File: config.mk
export PLATFORM = sky130hd
export DESIGN_NAME = block_run_length_encoder_core
export DESIGN_NICKNAME = d
export VERILOG_FILES = /design/src/hdl/brle_pkg.sv /design/src/hdl/block_run_length_encoder_core.sv /design/src/hdl/brle_ram.sv /design/src/hdl/brle_ctrl.sv /design/src/hdl/brle_dp.sv
export SDC_FILE = /design/constraint.sdc
export NUM_CORES = 1
export LEC_CHECK = 0
export ABC_AREA = 1
export ABC_CLOCK_PERIOD_IN_PS = 4700
export BUFFER_PORTS_ARGS = -buffer_cell sky130_fd_sc_hd__clkbuf_2
export CAP_MARGIN = 30
export CORE_MARGIN = 2
export CORE_UTILIZATION = 58
export CTS_CLUSTER_DIAMETER = 60
export DETAILED_ROUTE_END_ITERATION = 8
export PLACE_DENSITY_LB_ADDON = 0.08
export SETUP_SLACK_MARGIN = 0.3
export SYNTH_ARGS = -nofsm -noshare
export SYNTH_HDL_FRONTEND = slang
export SYNTH_HIERARCHICAL = 1
export SYNTH_SLANG_ARGS = --single-unit
export TNS_END_PERCENT = 1
File: constraint.sdc
create_clock -name i_clk -period 4.7 [get_ports i_clk]
set_input_delay 0 -clock i_clk [delete_from_list [all_inputs] [get_ports i_clk]]
set_output_delay 0 -clock i_clk [all_outputs]
set_load 0.02 [all_outputs]
File: src/hdl/brle_pkg.sv
// Shared types and constants for the block run-length encoder.
// Command and status bundles between the controller and the datapath.
// No dependencies.
`timescale 1ns / 1ps
`default_nettype none

package brle_pkg;

    localparam int BYTE_W = 8;
    localparam int CFG_W  = 5;

    localparam logic [BYTE_W-1:0] COUNT_LIMIT = 8'd255;

    // Controller to datapath
    typedef struct packed {
        logic accept;      // input transfer: write incoming byte, read run byte
        logic decide;      // compare result is in, update run state and plan output
        logic cnt_load;    // load count byte of current group into output register
        logic rd_issue;    // read next block byte of current group
        logic dat_load;    // load block byte into output register
        logic next_group;  // switch to second pending group
    } t_cmd;

    // Datapath to controller
    typedef struct packed {
        logic plan_any;    // decide step produced at least one group
        logic out_free;    // output register can take a byte this cycle
        logic byte_last;   // current block byte is the last of its group
        logic grp2_vld;    // a second group waits after the current one
    } t_sts;

endpackage

`default_nettype wire

File: src/hdl/block_run_length_encoder_core.sv
// Block run-length encoder, top level: controller plus datapath.
// Depends on brle_pkg, brle_ctrl, brle_dp (which holds brle_ram).
//
// Usage:
//   Input channel (i_in_valid / o_in_ready) carries one raw byte and a
//   stream_end flag per transfer. Output channel (o_out_valid / i_out_ready)
//   carries count bytes (o_is_count high) and block bytes; o_last_of_item
//   marks the final byte caused by one input, o_end_of_output the final byte
//   of a stream.
//   Block length is written through i_cfg_wr_en / i_cfg_wr_data while idle;
//   the write clamps it to 1..BLOCK_MAX and drops any pending run.
//   Timing: one byte at a time. A byte that emits nothing passes through the
//   transfer, then the compare against the run block read from the block RAM.
//   Each emitted group loads its count byte, then reads and loads each block
//   byte in turn, paced by the single registered read port of the block RAM;
//   the first output byte is the count byte, registered after the compare step.
//   A stalled receiver holds the output register and the emission sequence
//   waits; a new input is taken as soon as the last byte sits in the output
//   register. Reset empties the run state and sets block length to 1; the
//   block RAM is not cleared.
`timescale 1ns / 1ps
`default_nettype none

module block_run_length_encoder_core
    import brle_pkg::*;
#(
    parameter int BLOCK_MAX = 16
) (
    input  wire logic              i_clk,
    input  wire logic              i_rst_n,
    input  wire logic              i_cfg_wr_en,
    input  wire logic [CFG_W-1:0]  i_cfg_wr_data,
    input  wire logic              i_in_valid,
    output logic                   o_in_ready,
    input  wire logic [BYTE_W-1:0] i_data_byte,
    input  wire logic              i_stream_end,
    output logic                   o_out_valid,
    input  wire logic              i_out_ready,
    output logic [BYTE_W-1:0]      o_out_byte,
    output logic                   o_is_count,
    output logic                   o_last_of_item,
    output logic                   o_end_of_output
);

    t_cmd w_cmd;
    t_sts w_sts;

    brle_ctrl u_ctrl (
        .i_clk      (i_clk),
        .i_rst_n    (i_rst_n),
        .i_in_valid (i_in_valid),
        .o_in_ready (o_in_ready),
        .i_sts      (w_sts),
        .o_cmd      (w_cmd)
    );

    brle_dp #(
        .BLOCK_MAX (BLOCK_MAX)
    ) u_dp (
        .i_clk           (i_clk),
        .i_rst_n         (i_rst_n),
        .i_cfg_wr_en     (i_cfg_wr_en),
        .i_cfg_wr_data   (i_cfg_wr_data),
        .i_data_byte     (i_data_byte),
        .i_stream_end    (i_stream_end),
        .i_out_ready     (i_out_ready),
        .i_cmd           (w_cmd),
        .o_sts           (w_sts),
        .o_out_valid     (o_out_valid),
        .o_out_byte      (o_out_byte),
        .o_is_count      (o_is_count),
        .o_last_of_item  (o_last_of_item),
        .o_end_of_output (o_end_of_output)
    );

    // the compare step always follows a transfer
    a_busy_after_xfer : assert property (@(posedge i_clk) disable iff (!i_rst_n)
        (i_in_valid && o_in_ready) |=> (!o_in_ready && w_cmd.decide))
        else $error("input taken again right after a transfer");

    a_cmd_onehot : assert property (@(posedge i_clk) disable iff (!i_rst_n)
        $onehot0({w_cmd.accept, w_cmd.decide, w_cmd.cnt_load, w_cmd.rd_issue,
                  w_cmd.dat_load}))
        else $error("controller issued overlapping commands");

    a_eoo_is_last : assert property (@(posedge i_clk) disable iff (!i_rst_n)
        (o_out_valid && o_end_of_output) |-> (o_last_of_item && !o_is_count))
        else $error("end of output not on a final block byte");

    a_count_then_byte : assert property (@(posedge i_clk) disable iff (!i_rst_n)
        w_cmd.cnt_load |=> w_cmd.rd_issue)
        else $error("count byte not followed by a block read");

endmodule

`default_nettype wire

File: src/hdl/brle_ram.sv
// Generic simple dual-port RAM: one write port, one registered read port.
// No dependencies.
`timescale 1ns / 1ps
`default_nettype none

module brle_ram #(
    parameter int WIDTH = 8,
    parameter int DEPTH = 32
) (
    input  wire logic                     i_clk,
    input  wire logic                     i_wr_en,
    input  wire logic [$clog2(DEPTH)-1:0] i_wr_addr,
    input  wire logic [WIDTH-1:0]         i_wr_data,
    input  wire logic                     i_rd_en,
    input  wire logic [$clog2(DEPTH)-1:0] i_rd_addr,
    output logic      [WIDTH-1:0]         o_rd_data
);

    logic [WIDTH-1:0] r_mem [DEPTH];
    logic [WIDTH-1:0] r_rd_data;

    always_ff @(posedge i_clk) begin
        if (i_wr_en) begin
            r_mem[i_wr_addr] <= i_wr_data;
        end
        if (i_rd_en) begin
            r_rd_data <= r_mem[i_rd_addr];
        end
    end

    assign o_rd_data = r_rd_data;

endmodule

`default_nettype wire

File: src/hdl/brle_ctrl.sv
// Controller state machine for the block run-length encoder.
// Sequences input transfer, compare, and count/block byte emission.
// Depends on brle_pkg.
`timescale 1ns / 1ps
`default_nettype none

module brle_ctrl
    import brle_pkg::*;
(
    input  wire logic i_clk,
    input  wire logic i_rst_n,
    input  wire logic i_in_valid,
    output logic      o_in_ready,
    input  wire t_sts i_sts,
    output t_cmd      o_cmd
);

    localparam logic [2:0] S_IDLE = 3'd0;
    localparam logic [2:0] S_CMP  = 3'd1;
    localparam logic [2:0] S_CNT  = 3'd2;
    localparam logic [2:0] S_RD   = 3'd3;
    localparam logic [2:0] S_LD   = 3'd4;

    logic [2:0] r_state;
    logic [2:0] n_state;

    always_comb begin
        n_state    = r_state;
        o_cmd      = '0;
        o_in_ready = 1'b0;
        unique case (r_state)
            S_IDLE: begin
                o_in_ready   = 1'b1;
                o_cmd.accept = i_in_valid;
                if (i_in_valid) begin
                    n_state = S_CMP;
                end
            end
            S_CMP: begin
                o_cmd.decide = 1'b1;
                n_state      = i_sts.plan_any ? S_CNT : S_IDLE;
            end
            S_CNT: begin
                if (i_sts.out_free) begin
                    o_cmd.cnt_load = 1'b1;
                    n_state        = S_RD;
                end
            end
            S_RD: begin
                o_cmd.rd_issue = 1'b1;
                n_state        = S_LD;
            end
            S_LD: begin
                // hold read data until the output register frees up
                if (i_sts.out_free) begin
                    o_cmd.dat_load = 1'b1;
                    if (!i_sts.byte_last) begin
                        n_state = S_RD;
                    end else if (i_sts.grp2_vld) begin
                        o_cmd.next_group = 1'b1;
                        n_state          = S_CNT;
                    end else begin
                        n_state = S_IDLE;
                    end
                end
            end
            default: begin
                n_state = S_IDLE;
            end
        endcase
    end

    always_ff @(posedge i_clk) begin
        if (!i_rst_n) begin
            r_state <= S_IDLE;
        end else begin
            r_state <= n_state;
        end
    end

endmodule

`default_nettype wire

File: src/hdl/brle_dp.sv
// Datapath for the block run-length encoder: run state, two-bank block RAM,
// emission plan and output register. Depends on brle_pkg and brle_ram.
`timescale 1ns / 1ps
`default_nettype none

module brle_dp
    import brle_pkg::*;
#(
    parameter int BLOCK_MAX = 16
) (
    input  wire logic              i_clk,
    input  wire logic              i_rst_n,
    input  wire logic              i_cfg_wr_en,
    input  wire logic [CFG_W-1:0]  i_cfg_wr_data,
    input  wire logic [BYTE_W-1:0] i_data_byte,
    input  wire logic              i_stream_end,
    input  wire logic              i_out_ready,
    input  wire t_cmd              i_cmd,
    output t_sts                   o_sts,
    output logic                   o_out_valid,
    output logic [BYTE_W-1:0]      o_out_byte,
    output logic                   o_is_count,
    output logic                   o_last_of_item,
    output logic                   o_end_of_output
);

    localparam int IW    = (BLOCK_MAX > 1) ? $clog2(BLOCK_MAX) : 1;
    localparam int LW    = $clog2(BLOCK_MAX + 1);
    localparam int DEPTH = 2 ** (IW + 1);

    // stream state
    logic [LW-1:0]     r_len;
    logic [IW-1:0]     r_fill;
    logic              r_run_vld;
    logic [BYTE_W-1:0] r_cnt;
    logic              r_match;
    logic              r_sel;      // bank holding the run block
    logic [BYTE_W-1:0] r_byte;
    logic              r_end;

    // emission plan
    logic [BYTE_W-1:0] r_g_cnt;
    logic              r_g_bank;
    logic [LW-1:0]     r_g_len;
    logic              r_g2_vld;
    logic              r_g2_bank;
    logic [LW-1:0]     r_g2_len;
    logic [IW-1:0]     r_idx;

    // output register
    logic              r_o_vld;
    logic [BYTE_W-1:0] r_o_byte;
    logic              r_o_cnt;
    logic              r_o_last;
    logic              r_o_eoo;

    logic [BYTE_W-1:0] w_rd_data;
    logic [IW:0]       w_wr_addr;
    logic [IW:0]       w_rd_addr;
    logic [CFG_W-1:0]  w_cfg_len;

    // decide step
    logic              w_mis;
    logic              w_match;
    logic [LW-1:0]     w_fill_inc;
    logic              w_full;
    logic [BYTE_W-1:0] w_cnt_inc;
    logic              w_a_vld;
    logic [BYTE_W-1:0] w_a_cnt;
    logic              w_b_vld;
    logic              w_b_bank;
    logic [LW-1:0]     w_b_len;
    logic              w_n_run_vld;
    logic [BYTE_W-1:0] w_n_cnt;
    logic              w_n_sel;
    logic [IW-1:0]     w_n_fill;
    logic              w_n_match;
    logic              w_last_out;

    assign w_wr_addr = {~r_sel, r_fill};
    assign w_rd_addr = i_cmd.accept ? {r_sel, r_fill} : {r_g_bank, r_idx};

    brle_ram #(
        .WIDTH (BYTE_W),
        .DEPTH (DEPTH)
    ) u_ram (
        .i_clk     (i_clk),
        .i_wr_en   (i_cmd.accept),
        .i_wr_addr (w_wr_addr),
        .i_wr_data (i_data_byte),
        .i_rd_en   (i_cmd.accept | i_cmd.rd_issue),
        .i_rd_addr (w_rd_addr),
        .o_rd_data (w_rd_data)
    );

    // clamp block length into 1..BLOCK_MAX
    always_comb begin
        w_cfg_len = i_cfg_wr_data;
        if (i_cfg_wr_data == '0) begin
            w_cfg_len = CFG_W'(1);
        end else if (i_cfg_wr_data > CFG_W'(BLOCK_MAX)) begin
            w_cfg_len = CFG_W'(BLOCK_MAX);
        end
    end

    assign w_mis      = r_run_vld && (w_rd_data != r_byte);
    assign w_match    = r_match && !w_mis;
    assign w_fill_inc = LW'(r_fill) + LW'(1);
    assign w_full     = (w_fill_inc == r_len);
    assign w_cnt_inc  = r_cnt + 8'd1;

    always_comb begin
        w_a_vld     = 1'b0;
        w_a_cnt     = r_cnt;
        w_b_vld     = 1'b0;
        w_b_bank    = ~r_sel;
        w_b_len     = r_len;
        w_n_run_vld = r_run_vld;
        w_n_cnt     = r_cnt;
        w_n_sel     = r_sel;
        w_n_fill    = w_fill_inc[IW-1:0];
        w_n_match   = w_match;
        if (w_full) begin
            w_n_fill  = '0;
            w_n_match = 1'b1;
            if (r_run_vld && w_match) begin
                // block repeats the run: count it, close at the limit or at stream end
                w_a_vld = (w_cnt_inc == COUNT_LIMIT) || r_end;
                w_a_cnt = w_cnt_inc;
                if (w_cnt_inc == COUNT_LIMIT) begin
                    w_n_run_vld = 1'b0;
                    w_n_cnt     = '0;
                end else begin
                    w_n_cnt = w_cnt_inc;
                end
            end else begin
                // close old run, incoming bank becomes the run bank; at stream end it is emitted too
                w_a_vld     = r_run_vld;
                w_b_vld     = r_end;
                w_n_sel     = ~r_sel;
                w_n_run_vld = 1'b1;
                w_n_cnt     = 8'd1;
            end
        end else begin
            w_a_vld = r_end && r_run_vld;
            w_b_vld = r_end;
            w_b_len = w_fill_inc;
        end
        if (r_end) begin
            w_n_run_vld = 1'b0;
            w_n_cnt     = '0;
            w_n_fill    = '0;
            w_n_match   = 1'b1;
        end
    end

    assign w_last_out = o_sts.byte_last && !r_g2_vld;

    always_ff @(posedge i_clk) begin
        if (!i_rst_n) begin
            r_len     <= LW'(1);
            r_fill    <= '0;
            r_run_vld <= 1'b0;
            r_cnt     <= '0;
            r_match   <= 1'b1;
            r_sel     <= 1'b0;
            r_g2_vld  <= 1'b0;
            r_o_vld   <= 1'b0;
        end else begin
            if (i_cfg_wr_en) begin
                r_len     <= w_cfg_len[LW-1:0];
                r_fill    <= '0;
                r_run_vld <= 1'b0;
                r_cnt     <= '0;
                r_match   <= 1'b1;
            end else if (i_cmd.decide) begin
                r_fill    <= w_n_fill;
                r_run_vld <= w_n_run_vld;
                r_cnt     <= w_n_cnt;
                r_match   <= w_n_match;
                r_sel     <= w_n_sel;
            end
            if (i_cmd.decide) begin
                r_g2_vld <= w_a_vld && w_b_vld;
            end else if (i_cmd.next_group) begin
                r_g2_vld <= 1'b0;
            end
            if (i_cmd.cnt_load || i_cmd.dat_load) begin
                r_o_vld <= 1'b1;
            end else if (i_out_ready) begin
                r_o_vld <= 1'b0;
            end
        end
    end

    // payload registers
    always_ff @(posedge i_clk) begin
        if (i_cmd.accept) begin
            r_byte <= i_data_byte;
            r_end  <= i_stream_end;
        end
        if (i_cmd.decide) begin
            r_g_cnt   <= w_a_vld ? w_a_cnt : 8'd1;
            r_g_bank  <= w_a_vld ? r_sel : w_b_bank;
            r_g_len   <= w_a_vld ? r_len : w_b_len;
            r_g2_bank <= w_b_bank;
            r_g2_len  <= w_b_len;
            r_idx     <= '0;
        end else if (i_cmd.next_group) begin
            r_g_cnt  <= 8'd1;
            r_g_bank <= r_g2_bank;
            r_g_len  <= r_g2_len;
            r_idx    <= '0;
        end else if (i_cmd.dat_load) begin
            r_idx <= r_idx + IW'(1);
        end
        if (i_cmd.cnt_load) begin
            r_o_byte <= r_g_cnt;
            r_o_cnt  <= 1'b1;
            r_o_last <= 1'b0;
            r_o_eoo  <= 1'b0;
        end else if (i_cmd.dat_load) begin
            r_o_byte <= w_rd_data;
            r_o_cnt  <= 1'b0;
            r_o_last <= w_last_out;
            r_o_eoo  <= w_last_out && r_end;
        end
    end

    assign o_sts.plan_any  = w_a_vld || w_b_vld;
    assign o_sts.out_free  = !r_o_vld || i_out_ready;
    assign o_sts.byte_last = ((LW'(r_idx) + LW'(1)) == r_g_len);
    assign o_sts.grp2_vld  = r_g2_vld;

    assign o_out_valid     = r_o_vld;
    assign o_out_byte      = r_o_byte;
    assign o_is_count      = r_o_cnt;
    assign o_last_of_item  = r_o_last;
    assign o_end_of_output = r_o_eoo;

endmodule

`default_nettype wire
Word-level counts from Yosys, hierarchy flattened
Memory sizes are Yosys's and may differ from the RTL's. A register that Yosys moved wholly into a read port is not among the register bits.
Cells that the tools add are included.
{ "totals": {"register_bits": 69, "latch_bits": 0, "mem_bits_rw": 256, "rom_bits": 0, "inputBits": 19, "output_inout_bits": 13, "wordCells": 126, "n_memories": 1} }
{ "classes": {"addsub": 4, "mul": 0, "div": 0, "n_lt_le_gt_ge": 1, "eq_ne": 12, "shifts": 0, "muxes": 56, "n_bitwise": 5, "n_reduce_logical": 26} }
{ "mem_list": {"columns": ["memory", "depth", "width", "read_ports", "rd_clocked_by_memory_dff", "wr", "line_no", "rtl"], "rows": [
  ["u_dp.u_ram.r_mem", 32, 8, 1, 1, 1, "brle_ram.sv:19", "logic [WIDTH-1:0] r_mem [DEPTH];"]
]} }
{ "op_table": {"columns": ["operator", "count"], "rows": [
  ["8-bit 2-to-1 mux", 11],
  ["5-bit 2-to-1 mux", 7],
  ["1-bit 2-to-1 mux", 27],
  ["3-bit case mux with 5 select lines", 1],
  ["3-bit 2-to-1 mux", 4],
  ["4-bit by 1-bit adder with 5-bit output, second input constant", 2],
  ["5-bit equality test", 2],
  ["8-bit by 1-bit adder with 8-bit output, second input constant", 1],
  ["8-bit equality test, second input constant", 1],
  ["2-bit 2-to-1 mux", 4],
  ["4-bit 2-to-1 mux", 2],
  ["8-bit inequality test", 1],
  ["2-bit nonzero test", 4],
  ["1-bit logical AND", 7],
  ["3-bit by 2-bit equality test with 1-bit output, second input constant", 2],
  ["3-bit AND reduction", 2],
  ["5-bit greater-than comparator, second input constant", 1],
  ["5-bit logical NOT", 1],
  ["4-bit by 1-bit adder with 4-bit output, second input constant", 1],
  ["1-bit logical OR", 4],
  ["2-bit by 1-bit inequality test with 1-bit output, second input constant", 2],
  ["1-bit inverter", 4],
  ["4-bit AND reduction", 1],
  ["2-bit OR reduction", 2],
  ["8 further kinds", 10]
]} }

Logic depth before layout (Yosys ltp)
Gate-level depths: netlist of run 1.
{ "depth": {"depth_word": 10, "ltp_mapped": 17} }

Cells and area by module
The synthesis of run 1 kept the hierarchy.
{ "by_module_without_submodules": {"columns": ["module", "instances", "cells_per_inst", "area_each_um2", "seq_area_each_um2"], "rows": [
  ["brle_ram", 1, 922, 10866.7, 7927.6],
  ["brle_dp", 1, 408, 3337.0, 1691.6],
  ["brle_ctrl", 1, 40, 241.5, 60.1]
]} }

Least setup slack after synthesis of run 1
No wires, ideal clock.
{ "synth_path": {"path_type": "flip-flop to flip-flop", "start": "register u_ctrl.r_state[1]", "end": "register u_dp.u_ram.r_rd_data[6], in the netlist u_dp/u_ram/o_rd_data[6] (read register of u_dp.u_ram.r_mem), data pin", "arrival_time_ns": 2.662, "required_ns": 4.447, "setup_slack_ns": 1.785, "stages_incl_launch_ff": 17, "n_path_buf": 2, "period_less_slack_ns": 2.915, "path_cell_list": "dfxtp_1 -> nor2_4 -> nand2_1 -> nor2_1 -> inv_1 -> o21ai_0 -> inv_2 -> buf_6 -> buf_6 -> nand2_1 -> nand3_1 -> nand3_1 -> nand2_1 -> nand2_1 -> nand2_1 -> nand2_1 -> nand2_1"} }
{ "synth_rtl": {"columns": ["item", "line_no", "rtl"], "rows": [
  ["start: declaration", "brle_ctrl.sv:24", "logic [2:0] r_state;"],
  ["start signal: assignment", "brle_ctrl.sv:77", "r_state <= n_state;"],
  ["end: declaration", "brle_ram.sv:20", "logic [WIDTH-1:0] r_rd_data;"]
]} }

==> impl_results.html, run 1 <==
<table>
<tr><th>Metric</th><th>Value</th></tr>
<tr><th colspan="2">Timing</th></tr>
<tr><td>Share of the clock period used by the worst path after layout</td><td>between 70% and 80%</td></tr>
<tr><td>Setup violation total in the final timing report</td><td>0</td></tr>
<tr><td>Clock Skew</td><td>10.4 ps</td></tr>
<tr><td>Unrepaired setup endpoints after global routing</td><td>false</td></tr>
<tr><td>Highest Clock Rate</td><td>279 MHz</td></tr>
<tr><td>Worst Setup Slack, final</td><td>1110 ps</td></tr>
<tr><td>Final max-slew violation count</td><td>0</td></tr>
<tr><td>Final count of hold timing violations</td><td>0</td></tr>
<tr><td>Transition at the pin with the smallest max-transition slack</td><td>979 ps</td></tr>
<tr><td>Accumulated negative setup slack</td><td>0 ps</td></tr>
<tr><td>Smallest hold slack</td><td>220 ps</td></tr>
<tr><td>Crit path time final</td><td>3590 ps</td></tr>
<tr><td>Relative slew margins</td><td>~34%</td></tr>
<tr><th colspan="2">Drt</th></tr>
<tr><td>Number of nets with antenna violations after routing</td><td>0</td></tr>
<tr><td>DR iter-0 viols</td><td>1,040</td></tr>
<tr><td>DRC viols</td><td>0</td></tr>
<tr><td>Post-detailed-route via-to-cell ratio</td><td>roughly 5.6</td></tr>
<tr><td>Overall via count from detail_route</td><td>9,899</td></tr>
<tr><td>Avg WL per Cell</td><td>19.4 µm</td></tr>
<tr><td>DRT Wirelength</td><td>34.0 mm</td></tr>
<tr><td>Drt first pass iters</td><td>5</td></tr>
<tr><th colspan="2">Logic synthesis</th></tr>
<tr><td>Cells after synthesis</td><td>around 1,400</td></tr>
<tr><td>Top cell type's share of synthesized area</td><td>between 60% and 70%</td></tr>
<tr><td>Post-synthesis register bit count</td><td>roughly 330</td></tr>
<tr><td>List of most frequent post-synthesis cells</td><td>sky130_fd_sc_hd__nand2_1 (486), sky130_fd_sc_hd__edfxtp_1 (301), sky130_fd_sc_hd__nand3_1 (247), sky130_fd_sc_hd__nor2_1 (73), sky130_fd_sc_hd__inv_1 (68)</td></tr>
<tr><td>Dominant cell by count in the synthesized netlist</td><td>sky130_fd_sc_hd__nand2_1</td></tr>
<tr><td>Number of flops mapped to enable cells by yosys</td><td>301</td></tr>
<tr><td>Count of unique library cells instantiated by Yosys</td><td>34</td></tr>
<tr><td>Proportion of synthesized flip-flops having asynchronous set or reset</td><td>0%</td></tr>
<tr><td>Sequential-to-total area share from yosys stat</td><td>between 60% and 70%</td></tr>
<tr><td>Average instance area after synthesis</td><td>10.5 µm²</td></tr>
<tr><td>Most area-hungry cell type in the Yosys netlist</td><td>sky130_fd_sc_hd__edfxtp_1</td></tr>
<tr><td>Biggest area contributors in the synthesized netlist</td><td>sky130_fd_sc_hd__edfxtp_1 (63%), sky130_fd_sc_hd__nand2_1 (13%), sky130_fd_sc_hd__nand3_1 (8.6%), sky130_fd_sc_hd__dfxtp_1 (4.4%), sky130_fd_sc_hd__nor2_1 (1.9%)</td></tr>
<tr><td>Net count of the mapped netlist</td><td>1,393</td></tr>
<tr><td>Post-synthesis instance area</td><td>14,400 µm²</td></tr>
<tr><td>Predominant post-synthesis flop cell</td><td>sky130_fd_sc_hd__edfxtp_1</td></tr>
<tr><td>Number of warnings issued by yosys</td><td>6</td></tr>
<tr><th colspan="2">Setup path</th></tr>
<tr><td>Data arrival time of the critical path</td><td>3970 ps</td></tr>
<tr><td>Critical path origin</td><td>u_ctrl/r_state[1]</td></tr>
<tr><td>Kind of start point of the critical path</td><td>flip-flop</td></tr>
<tr><td>Crit path kind</td><td>flip-flop to flip-flop</td></tr>
<tr><td>Worst reg2reg startpoint</td><td>u_ctrl/r_state[1]</td></tr>
<tr><td>Endpoint required time on the critical path</td><td>5080 ps</td></tr>
<tr><td>Crit path capture type</td><td>flip-flop</td></tr>
<tr><td>Worst-path maximum fanout</td><td>78</td></tr>
<tr><th colspan="2">Floorplan</th></tr>
<tr><td>Ports placed on the boundary</td><td>32</td></tr>
<tr><td>Die area</td><td>between 20,000 and 30,000 µm²</td></tr>
<tr><td>Width of the chip</td><td>162 µm</td></tr>
<tr><td>Site Rows</td><td>57</td></tr>
<tr><td>Starting density of the core</td><td>59.2%</td></tr>
<tr><td>Height of the die</td><td>roughly 160 µm</td></tr>
<tr><td>Core Box Area</td><td>24,400 µm²</td></tr>
<tr><th colspan="2">CTS</th></tr>
<tr><td>TritonCTS Buffers</td><td>36</td></tr>
<tr><td>Longest Clk Path Bufs</td><td>3</td></tr>
<tr><td>Clock tree from TritonCTS</td><td>built</td></tr>
<tr><td>Clk Tree Root Cell</td><td>sky130_fd_sc_hd__clkbuf_16</td></tr>
<tr><td>Insertion delay of the later-clocked pin in the worst-skew pair</td><td>510 ps</td></tr>
<tr><td>Count of instances resized after the clock tree is built</td><td>0</td></tr>
<tr><td>Count of clock tree sinks</td><td>333</td></tr>
<tr><td>Level count of the clock H-tree</td><td>2</td></tr>
<tr><td>Clock-pin transition on the worst setup and hold timing paths</td><td>approximately 60 ps</td></tr>
<tr><th colspan="2">Pwr</th></tr>
<tr><td>Highest ir drop seen on vdd</td><td>approximately 0.30 mV</td></tr>
<tr><td>Pwr per Cell Area</td><td>441 nW/µm²</td></tr>
<tr><td>Leakage</td><td>about 6.0 nW</td></tr>
<tr><th colspan="2">Place</th></tr>
<tr><td>Port Buffer Count</td><td>31</td></tr>
<tr><td>DP HPWL</td><td>20.3 mm</td></tr>
<tr><td>Placer's final routability congestion estimate</td><td>0.869</td></tr>
<tr><td>Setup slack at placement</td><td>1220 ps</td></tr>
<tr><th colspan="2">GRT</th></tr>
<tr><td>Remaining global-route overflow</td><td>0</td></tr>
<tr><td>Vias in the first global route</td><td>roughly 9,600</td></tr>
<tr><td>Initial antenna violation count</td><td>0</td></tr>
<tr><td>Total GRT Usage</td><td>26.7%</td></tr>
<tr><td>Pin count of the biggest net entering global routing</td><td>79</td></tr>
<tr><td>First-pass GRT wire length</td><td>53.5 mm</td></tr>
<tr><th colspan="2">Layout</th></tr>
<tr><td>Antenna fix cells</td><td>0</td></tr>
<tr><td>Area Growth Syn to Fin</td><td>10.5%</td></tr>
<tr><td>Post-layout nets</td><td>approximately 1,400</td></tr>
<tr><td>Proportion of layout cells with a drive suffix above 1</td><td>8.32%</td></tr>
<tr><th colspan="2">Outcome</th></tr>
<tr><td>Outcome</td><td>complete, no violations</td></tr>
<tr><th colspan="2">Hold path</th></tr>
<tr><td>Startpoint of the worst hold path</td><td>i_stream_end</td></tr>
<tr><td>Path category of the worst min-delay check</td><td>input port to flip-flop</td></tr>
<tr><th colspan="2">Job</th></tr>
<tr><td>Max Cap Viol</td><td>0</td></tr>
</table>
[logic make-up (layout without fill, tap and decap cells)]
group | count (synthesis) | after routing | share of synthesized area (%)
AOI/OAI and AO/OA | 47 | 47 | 1.78
xor gates and xnor gates | 14 | 14 | 0.849
adders and majority gates | 4 | 4 | 0.346
buffers and inverters | 131 | 192 | 4.97
DFF | 333 | 333 | 67.0
and+or+nand+nor | 841 | 841 | 25.0
[stage by stage]
stage          utilization (%)  area [µm²]  power, mW  cells
2_1_floorplan                -       14400       4.12   1370
3_3_place_gp              60.2       14700       4.38   1678
3_5_place_dp              60.2       14700       4.39   1678
4_1_cts                   65.4       16000       7.07   1755
5_1_grt                   65.4       16000       7.29   1755
6_report                  65.4       16000       7.03   1755
[cell type report]
cell class / instances / area (µm²)
Sequential cell: 333 / 9680
Fill cell: 1945 / 8430
Multi-Input combinational cell: 906 / 4070
Clock buffer: 45 / 976
Timing Repair Buffer: 61 / 435
Tap cell: 324 / 405
Inverter: 71 / 268
Clock inverter: 15 / 129
[power by group]
group          total, mW  switching (mW)  leakage (nW)  internal, mW
combinational      0.919           0.661          2.44         0.258
clock               2.68            1.10         0.548          1.58
sequential          3.43          0.0657          2.98          3.37
total               7.03            1.83          5.97          5.20
[what timing repair did]
action | CTS | global route
setup buffers | 0 | 0
hold buffers | 17 | 0
endpoints found under the hold margin | 16 | 0
[per-layer routing]
| metal | track usage [%] | vias to the layer above | share of wire (%) |
|---|---|---|---|
| met3 | 3.75 | 52 | 7.1 |
| li1 | - | 4754 | - |
| met4 | 6.92 | 0 | 1.8 |
| met1 | 40.3 | 4770 | 45 |
| met2 | 41.5 | 323 | 46 |
| met5 | 0 | - | 0 |
[sequential cells by signal, summed over array words and instances (netlist names), 3 cells and up]
| signal | count |
|---|---|
| u_dp/u_ram/o_rd_data | 8 |
| u_dp/r_g_cnt | 8 |
| u_dp/u_ram/r_mem | 256 |
| u_dp/r_g2_len | 5 |
| u_dp/o_out_byte | 8 |
| u_dp/r_idx | 4 |
| u_dp/r_len | 5 |
| u_ctrl/r_state | 3 |
| u_dp/r_byte | 8 |
| u_dp/r_fill | 4 |
| u_dp/r_g_len | 5 |
| u_dp/r_cnt | 8 |
[worst max-delay path: stages (launching register included)]
cell                      delay (ps)
sky130_fd_sc_hd__dfxtp_1         480
sky130_fd_sc_hd__nor2_4          100
sky130_fd_sc_hd__nand2_1          90
sky130_fd_sc_hd__nor2_1           40
sky130_fd_sc_hd__buf_4           190
sky130_fd_sc_hd__inv_1           230
sky130_fd_sc_hd__nand2_1         150
sky130_fd_sc_hd__o21ai_4         100
sky130_fd_sc_hd__buf_4           690
sky130_fd_sc_hd__buf_4           600
sky130_fd_sc_hd__nand2_1         110
sky130_fd_sc_hd__nand3_1         110
sky130_fd_sc_hd__nand3_1          90
sky130_fd_sc_hd__nand2_1         120
sky130_fd_sc_hd__nand2_1          60
sky130_fd_sc_hd__nand2_1         120
sky130_fd_sc_hd__nand2_1          80
sky130_fd_sc_hd__nand2_1          60
[cell usage in the layout (no fill, tap or decap), types with 2 or more instances in the layout]
cell	count
sky130_fd_sc_hd__a21oi_1	22
sky130_fd_sc_hd__buf_4	12
sky130_fd_sc_hd__bufinv_16	2
sky130_fd_sc_hd__clkbuf_1	6
sky130_fd_sc_hd__clkbuf_16	37
sky130_fd_sc_hd__clkbuf_2	31
sky130_fd_sc_hd__clkbuf_8	2
sky130_fd_sc_hd__clkinv_1	5
sky130_fd_sc_hd__clkinv_2	7
sky130_fd_sc_hd__dfxtp_1	32
sky130_fd_sc_hd__dlygate4sd3_1	17
sky130_fd_sc_hd__edfxtp_1	301
sky130_fd_sc_hd__ha_1	4
sky130_fd_sc_hd__inv_1	68
sky130_fd_sc_hd__inv_2	2
sky130_fd_sc_hd__nand2_1	485
sky130_fd_sc_hd__nand2_2	3
sky130_fd_sc_hd__nand2_4	2
sky130_fd_sc_hd__nand3_1	247
sky130_fd_sc_hd__nand3_2	4
sky130_fd_sc_hd__nand4_1	11
sky130_fd_sc_hd__nor2_1	73
sky130_fd_sc_hd__nor2_2	2
sky130_fd_sc_hd__nor2_4	3
sky130_fd_sc_hd__nor3_1	6
sky130_fd_sc_hd__o21ai_0	16
sky130_fd_sc_hd__or2_2	2
sky130_fd_sc_hd__xnor2_1	9
sky130_fd_sc_hd__xor2_1	5
[path summary, 6_finish.rpt]
kind / depth (start not counted) / to / slack (ps)
min: 2 / u_dp/r_end / 220
max: 17 / u_dp/u_ram/o_rd_data[1] / 1110
min reg2reg: 2 / u_dp/o_last_of_item / 460
max reg2reg: 17 / u_dp/u_ram/o_rd_data[1] / 1110
Power figures use the tool's default switching activity.
==> run 2, diff against run 1 <==
--- a/config.mk
+++ b/config.mk
@@ -6,11 +6,11 @@
 export NUM_CORES = 1
 export LEC_CHECK = 0
 export ABC_AREA = 1
-export ABC_CLOCK_PERIOD_IN_PS = 4700
+export ABC_CLOCK_PERIOD_IN_PS = 2910
 export BUFFER_PORTS_ARGS = -buffer_cell sky130_fd_sc_hd__clkbuf_2
 export CAP_MARGIN = 30
 export CORE_MARGIN = 2
-export CORE_UTILIZATION = 58
+export CORE_UTILIZATION = 56
 export CTS_CLUSTER_DIAMETER = 60
 export DETAILED_ROUTE_END_ITERATION = 8
 export PLACE_DENSITY_LB_ADDON = 0.08
==> constraint.sdc (replaced) <==
create_clock -name i_clk -period 2.91 [get_ports i_clk]
set_input_delay 0 -clock i_clk [delete_from_list [all_inputs] [get_ports i_clk]]
set_output_delay 0 -clock i_clk [all_outputs]
set_load 0.02 [all_outputs]
==> impl_results.html, run 2 (same netlist as run 1, synthesis figures left out) <==
<table>
<tr><th>Metric</th><th>Value</th></tr>
<tr><th colspan="2">Outcome</th></tr>
<tr><td>Outcome</td><td>complete, no violations</td></tr>
<tr><th colspan="2">Drt</th></tr>
<tr><td>DR iter-0 viols</td><td>1,275 (+23%)</td></tr>
<tr><td>Post-detailed-route via-to-cell ratio</td><td>5.64 (about the same)</td></tr>
<tr><td>Avg WL per Cell</td><td>19.9 µm (+2.6%)</td></tr>
<tr><td>Drt first pass iters</td><td>6 (+1)</td></tr>
<tr><td>Number of nets with antenna violations after routing</td><td>0 (unchanged)</td></tr>
<tr><td>DRC viols</td><td>0 (unchanged)</td></tr>
<tr><td>Overall via count from detail_route</td><td>10,200 (+2.8%)</td></tr>
<tr><td>DRT Wirelength</td><td>35.9 mm (+5.5%)</td></tr>
<tr><th colspan="2">GRT</th></tr>
<tr><td>Pin count of the biggest net entering global routing</td><td>65 (-18%)</td></tr>
<tr><td>First-pass GRT wire length</td><td>54.8 mm (+2.3%)</td></tr>
<tr><td>Remaining global-route overflow</td><td>0 (unchanged)</td></tr>
<tr><td>GR Util met3</td><td>4.27% (+0.52 points)</td></tr>
<tr><td>Most used routing layer in global routing</td><td>met1</td></tr>
<tr><td>Vias in the first global route</td><td>9,424 (-1.7%)</td></tr>
<tr><td>GR Layer Usage met2</td><td>39.5% (-2.1 points)</td></tr>
<tr><td>Total GRT Usage</td><td>26.8% (+0.047 points)</td></tr>
<tr><td>Initial antenna violation count</td><td>0 (unchanged)</td></tr>
<tr><td>Met1 track demand over resource in global routing</td><td>41.6% (+1.3 points)</td></tr>
<tr><th colspan="2">Setup path</th></tr>
<tr><td>Slowest cell on the critical path</td><td>sky130_fd_sc_hd__nor2_1</td></tr>
<tr><td>Kind of start point of the critical path</td><td>flip-flop</td></tr>
<tr><td>Crit path kind</td><td>flip-flop to flip-flop</td></tr>
<tr><td>Worst-case register-to-register setup slack</td><td>380 ps (-730 ps)</td></tr>
<tr><td>Data arrival time of the critical path</td><td>2670 ps (-1300 ps)</td></tr>
<tr><td>Cell-by-cell trace of the critical path</td><td>nor2_4, nand2_1, nor2_4, buf_6, nand3_1, buf_4, nor2_1</td></tr>
<tr><td>Crit path capture type</td><td>flip-flop</td></tr>
<tr><td>Worst-path maximum fanout</td><td>17 (-78%)</td></tr>
<tr><td>Slowest cell delay on critical path</td><td>540 ps (-150 ps)</td></tr>
<tr><td>Crit path top cell by count</td><td>sky130_fd_sc_hd__nor2_4</td></tr>
<tr><td>Endpoint required time on the critical path</td><td>3060 ps (-2020 ps)</td></tr>
<tr><th colspan="2">CTS</th></tr>
<tr><td>Level count of the clock H-tree</td><td>2 (unchanged)</td></tr>
<tr><td>TritonCTS Buffers</td><td>37 (+2.8%)</td></tr>
<tr><td>Clock tree from TritonCTS</td><td>built</td></tr>
<tr><td>Clock-pin transition on the worst setup and hold timing paths</td><td>60 ps (about the same)</td></tr>
<tr><td>Insertion delay of the later-clocked pin in the worst-skew pair</td><td>520 ps (about the same)</td></tr>
<tr><td>Count of clock tree sinks</td><td>333 (unchanged)</td></tr>
<tr><td>Longest Clk Path Bufs</td><td>3 (unchanged)</td></tr>
<tr><td>Clk Tree Root Cell</td><td>sky130_fd_sc_hd__clkbuf_16</td></tr>
<tr><th colspan="2">Floorplan</th></tr>
<tr><td>Core Box Area</td><td>25,300 µm² (+3.5%)</td></tr>
<tr><td>Height of the die</td><td>165 µm (+1.7%)</td></tr>
<tr><td>Die area</td><td>27,100 µm² (+3.5%)</td></tr>
<tr><td>Ports placed on the boundary</td><td>32 (unchanged)</td></tr>
<tr><td>Width of the chip</td><td>165 µm (+1.7%)</td></tr>
<tr><td>Starting density of the core</td><td>57.2% (-2.0 points)</td></tr>
<tr><td>Site Rows</td><td>58 (+1.8%)</td></tr>
<tr><th colspan="2">Pwr</th></tr>
<tr><td>Highest ir drop seen on vdd</td><td>0.554 mV (+87%)</td></tr>
<tr><td>Leakage</td><td>6.25 nW (+4.7%)</td></tr>
<tr><td>Pwr per Cell Area</td><td>704 nW/µm² (+60%)</td></tr>
<tr><th colspan="2">Timing</th></tr>
<tr><td>Unrepaired setup endpoints after global routing</td><td>true</td></tr>
<tr><td>Highest Clock Rate</td><td>396 MHz (+42%)</td></tr>
<tr><td>Final max-slew violation count</td><td>0 (unchanged)</td></tr>
<tr><td>Crit path time final</td><td>2530 ps (-1060 ps)</td></tr>
<tr><td>Worst Setup Slack, final</td><td>384 ps (-728 ps)</td></tr>
<tr><td>Final count of hold timing violations</td><td>0 (unchanged)</td></tr>
<tr><td>Relative slew margins</td><td>37.7% (+3.2 points)</td></tr>
<tr><td>Clock Skew</td><td>10.4 ps (+0.0447 ps)</td></tr>
<tr><td>Transition at the pin with the smallest max-transition slack</td><td>935 ps (-44.4 ps)</td></tr>
<tr><td>Share of the clock period used by the worst path after layout</td><td>86.8% (+10 points)</td></tr>
<tr><td>Accumulated negative setup slack</td><td>0 ps (unchanged)</td></tr>
<tr><td>Setup violation total in the final timing report</td><td>0 (unchanged)</td></tr>
<tr><th colspan="2">Layout</th></tr>
<tr><td>Antenna fix cells</td><td>0 (unchanged)</td></tr>
<tr><td>Largest register by flop count</td><td>u_dp/u_ram/r_mem</td></tr>
<tr><td>Most frequent standard cell in the layout excluding fill and tap cells</td><td>sky130_fd_sc_hd__nand2_1</td></tr>
<tr><td>Number of flip-flops in the largest register</td><td>256 (unchanged)</td></tr>
<tr><td>Most frequent cells in the layout</td><td>sky130_fd_sc_hd__nand2_1 (485), sky130_fd_sc_hd__edfxtp_1 (301), sky130_fd_sc_hd__nand3_1 (247), sky130_fd_sc_hd__nor2_1 (71), sky130_fd_sc_hd__inv_1 (67)</td></tr>
<tr><td>Final standard cell area without fillers</td><td>16,500 µm² (+3.1%)</td></tr>
<tr><td>Proportion of layout cells with a drive suffix above 1</td><td>11.5% (+3.1 points)</td></tr>
<tr><td>Post-layout nets</td><td>1,472 (+2.8%)</td></tr>
<tr><td>Area Growth Syn to Fin</td><td>13.9%</td></tr>
<tr><th colspan="2">Hold path</th></tr>
<tr><td>Path category of the worst min-delay check</td><td>input port to flip-flop</td></tr>
<tr><th colspan="2">Job</th></tr>
<tr><td>Max Cap Viol</td><td>0 (unchanged)</td></tr>
<tr><th colspan="2">Place</th></tr>
<tr><td>Instance area after placement</td><td>15,000 µm² (+2.3%)</td></tr>
<tr><td>DP HPWL</td><td>21.6 mm (+6.4%)</td></tr>
<tr><td>Placer's final routability congestion estimate</td><td>0.898 (+3.3%)</td></tr>
<tr><td>Setup slack at placement</td><td>211 ps (-1010 ps)</td></tr>
<tr><td>Port Buffer Count</td><td>31 (unchanged)</td></tr>
</table>
-- run 2: cell types whose count changed in the layout (fill, tap and decap cells not counted), moves of 2 or more --
cell,before,now
sky130_fd_sc_hd__clkbuf_16,37,41
sky130_fd_sc_hd__buf_12,1,4
sky130_fd_sc_hd__clkinv_1,5,11
sky130_fd_sc_hd__buf_6,0,2
sky130_fd_sc_hd__buf_4,12,44
sky130_fd_sc_hd__nor2_1,73,71
sky130_fd_sc_hd__dlygate4sd3_1,17,14
sky130_fd_sc_hd__dfxtp_2,0,4
sky130_fd_sc_hd__clkbuf_1,6,4
sky130_fd_sc_hd__dfxtp_1,32,28
sky130_fd_sc_hd__buf_16,0,2
sky130_fd_sc_hd__clkbuf_8,2,0
-- run 2: worst max-delay path, delay by kind of cell (launching register included) --
kind	cells	cell delay (ps)
buffers and inverters	2	490
DFF	1	370
and+or+nand+nor	5	1290
-- run 2: cell type report --
type	count	area, µm²
Fill cell	2004	8800
Multi-Input combinational cell	906	4080
Sequential cell	333	9680
Inverter	71	277
Tap cell	330	413
Clock buffer	43	991
Timing Repair Buffer	100	848
Clock inverter	22	159
-- run 2: power by group --
| part | switching, mW | total (mW) | internal (mW) |
|---|---|---|---|
| clock | 1.80 | 4.41 | 2.61 |
| sequential | 0.118 | 5.56 | 5.44 |
| combinational | 1.14 | 1.61 | 0.471 |
-- run 2: worst paths after layout --
path         cells after the start                start                      end
min reg2reg                      2  u_dp/o_last_of_item      u_dp/o_last_of_item
max reg2reg                      7    u_ctrl/r_state[0]  u_dp/u_ram/r_mem[31][5]
min                              5           i_in_valid        u_ctrl/r_state[0]
max                              7    u_ctrl/r_state[0]  u_dp/u_ram/r_mem[31][5]
-- run 2: layer usage --
layer,share of wire (%),up-vias
li1,-,4834
met1,47,4891
met5,0,-
met3,7.5,46
met2,44,407
met4,1.9,0
-- run 2: what timing repair did --
| item | CTS | global route |
|---|---|---|
| gates cloned | 1 | 2 |
| hold endpoints to repair | 17 | 0 |
| buffers inserted | 0 | 2 |
| pin swaps | 0 | 2 |
| gates resized for setup | 3 | 15 |
| hold buffers | 14 | 0 |
| endpoints found under the setup margin | 7 | 39 |
-- run 2: per-stage QoR --
stage,std cells,hold WS (ps),util [%],power (mW)
floorplan,1370,98.6,-,6.66
global placement,1721,177,59.5,7.16
detailed placement,1721,185,59.5,7.17
CTS,1801,16.8,64.8,11.6
global route,1805,97.1,65.1,12.0
finish,1805,30.2,65.1,11.6
